File: config.mk
export PLATFORM = sky130hd
export DESIGN_NAME = cep_cfg
export DESIGN_NICKNAME = d
export VERILOG_FILES = /design/src/circular_extremum_picker_macros.svh /design/src/cep_pkg.sv /design/src/cep_cfg.sv
export SDC_FILE = /design/constraint.sdc
export NUM_CORES = 1
export LEC_CHECK = 0
export BUFFER_PORTS_ARGS = -buffer_cell sky130_fd_sc_hd__buf_2
export CORE_UTILIZATION = 45
export CTS_CLUSTER_SIZE = 8
export DETAILED_ROUTE_END_ITERATION = 16
export GPL_TIMING_DRIVEN = 0
export PLACE_DENSITY = 0.76
export SLEW_MARGIN = 20
export SYNTH_ARGS = -nofsm -noshare
export SYNTH_HDL_FRONTEND = slang
export SYNTH_SLANG_ARGS = --single-unit
File: constraint.sdc
create_clock -name clk -period 1 [get_ports clk]
set_clock_uncertainty 0.05 [all_clocks]
set_input_delay 0.25 -clock clk [delete_from_list [all_inputs] [get_ports clk]]
set_output_delay 0.25 -clock clk [all_outputs]
set_load 0.01 [all_outputs]
File: src/circular_extremum_picker_macros.svh
// assertion macros for the extremum picker
`ifndef CIRCULAR_EXTREMUM_PICKER_MACROS_SVH
`define CIRCULAR_EXTREMUM_PICKER_MACROS_SVH

`ifndef SYNTHESIS
`define CEP_ASSERT_SAME(label, clk, rst_n, ante, cons) \
	label: assert property (@(posedge clk) disable iff (!rst_n) (ante) |-> (cons)) \
		else $error("assertion failed");
`define CEP_ASSERT_NEXT(label, clk, rst_n, ante, cons) \
	label: assert property (@(posedge clk) disable iff (!rst_n) (ante) |=> (cons)) \
		else $error("assertion failed");
`else
`define CEP_ASSERT_SAME(label, clk, rst_n, ante, cons)
`define CEP_ASSERT_NEXT(label, clk, rst_n, ante, cons)
`endif

`endif

File: src/cep_pkg.sv
`default_nettype none
package cep_pkg;
	localparam int SAMPLE_DEPTH = 1024;
	localparam int MAX_KEPT = 64;
	localparam int VALUE_BITS = 16;

	localparam int IDX_W = $clog2(SAMPLE_DEPTH);
	localparam int CNT_W = IDX_W + 1;
	localparam int KEPT_W = (MAX_KEPT > 1) ? $clog2(MAX_KEPT) : 1;
	localparam int KCNT_W = $clog2(MAX_KEPT + 1);
	localparam int POS_W = 10;
	localparam int THR_W = 16;
	localparam int SEP_W = 11;
	localparam int CAP_W = 7;
	localparam int CFG_IDX_W = 2;
	localparam int CFG_DATA_W = 16;
	localparam int DIST_W = ((CNT_W > SEP_W) ? CNT_W : SEP_W) + 2;

	typedef enum logic [CFG_IDX_W-1:0] {
		REG_THRESHOLD = 2'd0,
		REG_MIN_SEP   = 2'd1,
		REG_TROUGH    = 2'd2,
		REG_MAX_REP   = 2'd3
	} reg_index_t;

	typedef struct packed {
		logic signed [VALUE_BITS-1:0] sample_value;
		logic                         last_sample;
	} sample_item_t;

	typedef struct packed {
		logic [POS_W-1:0]             position;
		logic signed [VALUE_BITS-1:0] extremum_value;
		logic                         none_found;
		logic                         last_result;
	} result_item_t;

	typedef struct packed {
		logic signed [THR_W-1:0] threshold;
		logic [SEP_W-1:0]        min_separation;
		logic                    trough_mode;
		logic [CAP_W-1:0]        max_reported;
	} cfg_t;

	typedef enum logic [3:0] {
		ST_IDLE,
		ST_SEL,
		ST_SCAN,
		ST_DRAIN,
		ST_MARK,
		ST_CHK_RD,
		ST_CHK_EV,
		ST_ACCEPT,
		ST_OUT_RD,
		ST_OUT_EV,
		ST_NONE
	} state_t;
endpackage
`default_nettype wire

File: src/cep_cfg.sv
`default_nettype none
module cep_cfg (
	input  wire logic                          clk,
	input  wire logic                          arst_n,
	input  wire logic                          cfg_valid,
	output logic                               cfg_ready,
	input  wire logic [cep_pkg::CFG_IDX_W-1:0]  cfg_index,
	input  wire logic [cep_pkg::CFG_DATA_W-1:0] cfg_data,
	output cep_pkg::cfg_t                      cfg
);
	import cep_pkg::*;

	cfg_t cfg_q;

	assign cfg_ready = 1'b1;
	assign cfg = cfg_q;

	always_ff @(posedge clk or negedge arst_n) begin
		if (!arst_n) begin
			cfg_q.threshold      <= THR_W'(1792);
			cfg_q.min_separation <= SEP_W'(32);
			cfg_q.trough_mode    <= 1'b0;
			cfg_q.max_reported   <= CAP_W'(10);
		end else if (cfg_valid) begin
			case (reg_index_t'(cfg_index))
				REG_THRESHOLD: cfg_q.threshold <= cfg_data[THR_W-1:0];
				REG_MIN_SEP:   cfg_q.min_separation <= cfg_data[SEP_W-1:0];
				REG_TROUGH:    cfg_q.trough_mode <= cfg_data[0];
				REG_MAX_REP:   cfg_q.max_reported <= cfg_data[CAP_W-1:0];
				default: ;
			endcase
		end
	end
endmodule
`default_nettype wire

==> results of run 1 <==
placed cells by master, fill, tap and decap left out:
cell and instances:
nor3b_4 1, dfrtp_1 29, buf_4 9, dfstp_2 6, buf_6 13, mux2_4 10
nand3_1 1, clkinv_2 1, clkbuf_1 2, buf_2 43, conb_1 1, clkbuf_4 5
nand3b_1 2, buf_8 1, mux2_2 25
where the power goes:
part	internal, W	switching (W)
Sequential	0.00172	0.000146
Clock	0.000274	0.000444
Combinational	0.000606	0.000397
cells by family after synthesis:
family	synth area share, %
mux	29.33
other cells	0.2791
flops	65.74
buf+inv	1.769
simple gates	2.886
Yosys cell counts:
cell	instances	area share, %
nand3b_1	2	1.1
buf_4	1	0.56
buf_2	1	0.37
nand3_1	1	0.37
dfstp_2	6	12
buf_6	1	0.84
conb_1	1	0.28
nor3b_4	1	1.4
dfrtp_1	29	54
mux2_2	35	29
area by class of cell:
type	instances	area, um^2	share of cell area (%)
Buffer	3	33.78	1.787
Clock buffer	7	45.04	2.383
Timing Repair Buffer	63	410.4	21.71
Clock inverter	1	5.005	0.2647
Tap cell	31	38.79	2.052
Multi-Input combinational cell	40	474.2	25.08
Sequential cell	35	883.3	46.72
timing repair:
item / CTS / global route
pin swaps: 1 / 1
gates cloned: 1 / 0
setup endpoints to repair: 45 / 44
gates resized for setup: 15 / 13
buffers inserted: 6 / 2
hold endpoints to repair: 29 / 29
per-layer routing:
metal	global-route usage, %	part of all wire [%]	vias up
met2	29.41	46	46
met1	24.96	43	423
met4	7.317	1.0	0
met5	0	0	-
li1	-	-	412
met3	8.525	9.9	4
stage by stage:
stage / total power [W] / hold slack (ps) / utilization, % / cell area (um^2) / cells
CTS: 0.003553 / -60.29 / 65.90 / 1833 / 179
floorplan: 0.002282 / -95.59 / - / 1350 / 78
global placement: 0.002642 / 289.5 / 59.83 / 1664 / 164
detailed placement: 0.002686 / 310.8 / 59.83 / 1664 / 164
finish: 0.003583 / -82.57 / 67.97 / 1891 / 180
global route: 0.003781 / -29.21 / 67.97 / 1891 / 180
final timing paths:
kind / start / end / cells past startpoint / slack [ps]
worst max-delay path: cfg[28] / cfg[28] / 1 / -280
worst min-delay path: arst_n / cfg[16] / 1 / -80
worst max register to register: cfg[19] / cfg[19] / 2 / 60
worst min register to register: cfg[17] / cfg[17] / 1 / 460
max in group asynchronous: arst_n / cfg[2] / 1 / 500
min in group clk: cfg_data[15] / cfg[34] / 2 / 90
==> flow_summary.yaml, run 1 <==
outcome:
  status: "finished with violations"
  violations: "hold timing, setup timing"
global_routing:
  grt_pass1_vias: 954
  grt-ovfl-total: 0
  grt_util_all_layers_pct: 19.52
  grt_pass1_wl_um: 4526
  grt_max_degree: 36
  antenna_found_initial: 0
sta:
  hold_ws_ps: -82.57
  min_period_ps: 1283
  finalSetupTns_ps: -6355
  grt_setup_unrepaired: "true"
  drv_slew: 0
  setup_viol_count_final: 35
  fin_crit_sh_pct: 128.3
  worstMarginPinSlew_ps: 751.0
  relSlewSlack_pct: 49.93
  timing.final.ws_setup_ps: -282.9
  final-hold-violation-count: 29
  fmax_mhz: 779.5
job:
  maxCapViolCount: 0
detailed_routing:
  first_iter_violations: 19
  wl_per_cell_um: 15.40
  dr.pass1.iters: 4
  drc: 0
  vias: 885
  routed_wl_um: 2772
  ant_nets: 0
  vias_per_cell: 4.917
power:
  leakagePower_nw: 0.9255
  peakVddDrop_uv: 1452
  powerDensity_nw_per_um2: 1895
placed_design:
  place.gp.congestion: 0.7228
  port_buffers: 55
  pre_cts_slack_ps: -529.7
  dp_hpwl_um: 1867
cts:
  cts_sinks: 35
  clock_latency_ps: 330
  cts_made_buffers: 5
  cts_tree: "yes"
  root_buffer: "clkbuf_4"
  path_clk_slew_ps: 100
  htreeDepth: 2
  clock_path_buffers: 2
floorplan:
  io_pins: 57
  die_y_um: 56.65
  rows: 19
  die_area_um2: 3209
  core_area_um2: 2781
  start_util_pct: 48.31
  chipWidth_um: 56.65
critical_path:
  slowest_stage: "dfstp_2"
  crit_buf_inv: 1
  cp_max_fo: 2
  crit_family: "flip-flops"
  cp.arrival_ps: 980
  required_ps: 700
  path_cells: "buf_6"
  start_kind: "flip-flop"
  cpPeakStageDelay_ps: 550
  endpoint_kind: "output pin"
  path_class: "reg2out"
layout:
  fin_nets: 169
  fillers: 218
  largest_register_ffs: 35
  drive_above_1_share_pct: 76.51
  antenna_cells: 0
  syn2layout_area_growth_pct: 40.69
min_path:
  hold_path.class: "in2async"
logic_synthesis:
  avgSynthCellArea_um2: 17.23
  synth_area_um2: 1344
  ys.warnings.count: 0
  synth-seq-cells: 35
  seq_area_frac_synth_pct: 65.74
  syn_nets: 99
  synth_cell_types: 10
  synth_cells: 78
Power figures use the tool's default switching activity.
==> run 2, diff against run 1 <==
Settings changed: ABC_AREA from default to 1, PLACE_DENSITY 0.76 to 0.74.
==> run 2 against run 1 <==
Effect of this change:
- the flow still finishes with violations (hold timing, setup timing)
- non-clock buffer count grew 23
- design area grew 12%
- core utilization grew 0.54 points
- final cell count grew 61%
- critical path depth is the same
- clock-buffer cell count shrank 2
- routed wire length grew 30%
- total power grew 6.8%
- sequential share of layout area shrank 5.2 points
- first-iteration DRC count grew to 3.6 times the previous value
- highest routed layer unchanged
==> flow_summary.yaml, run 2 <==
critical_path:
  required_ps: 700
  endpoint_kind: "output pin"
  cp.arrival_ps: 1000
  crit_buf_inv: 1
  reg2reg_from: "cfg[11]"
  path_class: "reg2out"
  cpPeakStageDelay_ps: 560
  path_cells: "buf_6"
  start_kind: "flip-flop"
  crit_family: "flip-flops"
  slowest_stage: "dfstp_2"
  ff2ff_path_depth: 4
  r2r-end: "cfg[11]"
  r2r_slack_ps: 120
  cp_max_fo: 2
logic_synthesis:
  syn_nets: 181
  synth_flop_cell: "dfrtp_1"
  avgSynthCellArea_um2: 9.407
  synth_cells: 160
  synth_enable_flop_cells: 0
  ys_async_sr_fraction_pct: 100.0
  synthTopCellsByArea: "dfrtp_1 48%, nand2_1 17%, dfstp_2 10%, nand4_1 7.9%, nand3_1 6.0%"
  synth-seq-cells: 35
  synth_area_um2: 1505
  synth_cell_types: 13
  yosysTopAreaCellShare_pct: 48.21
  seq_area_frac_synth_pct: 58.69
  ys.warnings.count: 0
  synth_common_cells: "70 x nand2_1, 29 x dfrtp_1, 19 x nand4_1"
  synth_largest_area_cell: "dfrtp_1"
  synth_most_common_cell: "nand2_1"
power:
  seqPwrFrac_pct: 46.8
  power.switching_w: 0.001104
  powerDensity_nw_per_um2: 1799
  peakVddDrop_uv: 1040
  leakagePower_nw: 1.208
  p_int_w: 0.002721
  swShare_pct: 28.87
  p_comb_share_pct: 26.7
  clkPwrFrac_pct: 26.6
detailed_routing:
  wl_met2_um: 1656
  drc: 0
  drt-met1-wl_um: 1706
  wl_per_cell_um: 12.48
  dr.pass1.iters: 4
  routed_wl_um: 3608
  first_iter_violations: 69
  vias_per_cell: 4.851
  highest_layer: "met4"
  route.met3.wl_um: 191
  ant_nets: 0
  vias: 1402
layout:
  final_common_cell: "nand2_1"
  syn2layout_area_growth_pct: 41.23
  fin_nets: 265
  final_area_um2: 2126
  fillers: 272
  drive_above_1_share_pct: 43.27
  final_cells: 289
  layout_common_cells: "70 x nand2_1, 52 x buf_2, 29 x dfrtp_1, 25 x buf_4, 19 x nand4_1"
  largest_register_ffs: 35
  antenna_cells: 0
sta:
  min_period_ps: 1298
  relSlewSlack_pct: 50.20
  drv_slew: 0
  fmax_mhz: 770.6
  setup_viol_count_final: 35
  hold_ws_ps: -109.3
  worstMarginPinSlew_ps: 747.0
  final-hold-violation-count: 29
  timing.final.ws_setup_ps: -297.7
  grt_setup_unrepaired: "true"
  fin_crit_sh_pct: 129.8
  finalSetupTns_ps: -7032
cts:
  clock_latency_ps: 340
  clock_path_buffers: 2
  cts_sinks: 35
  root_buffer: "clkbuf_4"
  path_clk_slew_ps: 120
  htreeDepth: 2
  cts_tree: "yes"
  cts_made_buffers: 5
global_routing:
  grt_pass1_wl_um: 5602
  antenna_found_initial: 0
  grt_max_degree: 36
  grt_pass1_vias: 1280
  grt_util_all_layers_pct: 21.76
  grt-ovfl-total: 0
placed_design:
  dp_hpwl_um: 2361
  pre_cts_slack_ps: -172.3
  postPlaceCellArea_um2: 1836
  dp_cells: 259
  place.gp.congestion: 0.7699
  port_buffers: 55
floorplan:
  chipWidth_um: 59.84
  rows: 20
  die_area_um2: 3580
  io_pins: 57
  start_util_pct: 48.51
  die_y_um: 59.84
  core_area_um2: 3103
outcome:
  violations: "hold timing, setup timing"
  status: "finished with violations"
job:
  maxCapViolCount: 0
min_path:
  hold_path.class: "in2async"
run 2: cell types whose count changed after synthesis, sizes merged:
| cell | previous run | this run |
|---|---|---|
| nor2 | 0 | 1 |
| nand2 | 0 | 71 |
| inv | 0 | 2 |
| nand3b | 2 | 0 |
| mux2 | 35 | 0 |
| nand4 | 0 | 19 |
| buf | 3 | 12 |
| nor3b | 1 | 0 |
| nand3 | 1 | 19 |
run 2: worst reg2reg max path, stage by stage, from the launching register on:
cell	delay (ps)
dfrtp_1	400
buf_4	130
buf_4	120
nand2_1	50
nand2_1	40
run 2: routing by layer:
metal  track usage, %  vias up
met5                0        -
met4            9.302        0
met3            6.710        8
met2            32.86       40
met1            28.91      658
li1                 -      696
run 2: how the worst max path moves through the flow:
stage                 start      end  slack [ps]  cells past startpoint
4_1_cts             cfg[13]  cfg[13]        -310                      1
5_1_grt             cfg[13]  cfg[13]        -330                      1
6_report            cfg[27]  cfg[27]        -300                      1
3_5_place_dp   cfg_index[1]  cfg[19]        -170                      6
2_1_floorplan  cfg_index[1]  cfg[19]         100                      5
3_3_place_gp   cfg_index[1]  cfg[24]        -160                      6
run 2: stage by stage:
step           total power, W  util (%)
6_report             0.003825     68.51
5_1_grt              0.004035     68.51
4_1_cts              0.003728     65.65
3_5_place_dp         0.002566     59.15
3_3_place_gp         0.002554     59.15
2_1_floorplan        0.002198         -
run 2: kinds of logic after synthesis:
logic type	count (synthesis)	synth area share [%]
buf+inv	14	7.066
simple gates	110	34.00
flops	35	58.69
other cells	1	0.2491
run 2: area by class of cell:
| type | instances | area, um^2 | area share (%) |
|---|---|---|---|
| clock buffer | 5 | 37.54 | 1.766 |
| sequential | 35 | 883.3 | 41.55 |
| clock inverter | 3 | 43.79 | 2.060 |
| tap | 44 | 55.05 | 2.590 |
| buffer | 12 | 98.84 | 4.650 |
| inverter | 2 | 7.507 | 0.3531 |
| timing repair buffer | 77 | 484.2 | 22.78 |
| multi-input combinational | 111 | 515.5 | 24.25 |
run 2: power by group through the flow:
stage	sequential (W)	clock [W]	combinational, W
CTS	0.00178	0.00103	0.000913
floorplan	0.00192	0	0.000278
global route	0.00181	0.00110	0.00113
detailed placement	0.00181	0	0.000760
global placement	0.00180	0	0.000751
finish	0.00179	0.00102	0.00102
run 2: repair_timing:
item | in CTS | in global routing
endpoints found under the setup margin | 35 | 35
gates cloned | 0 | 0
resized for setup | 6 | 1
buffers inserted | 11 | 11
endpoints found under the hold margin | 29 | 29
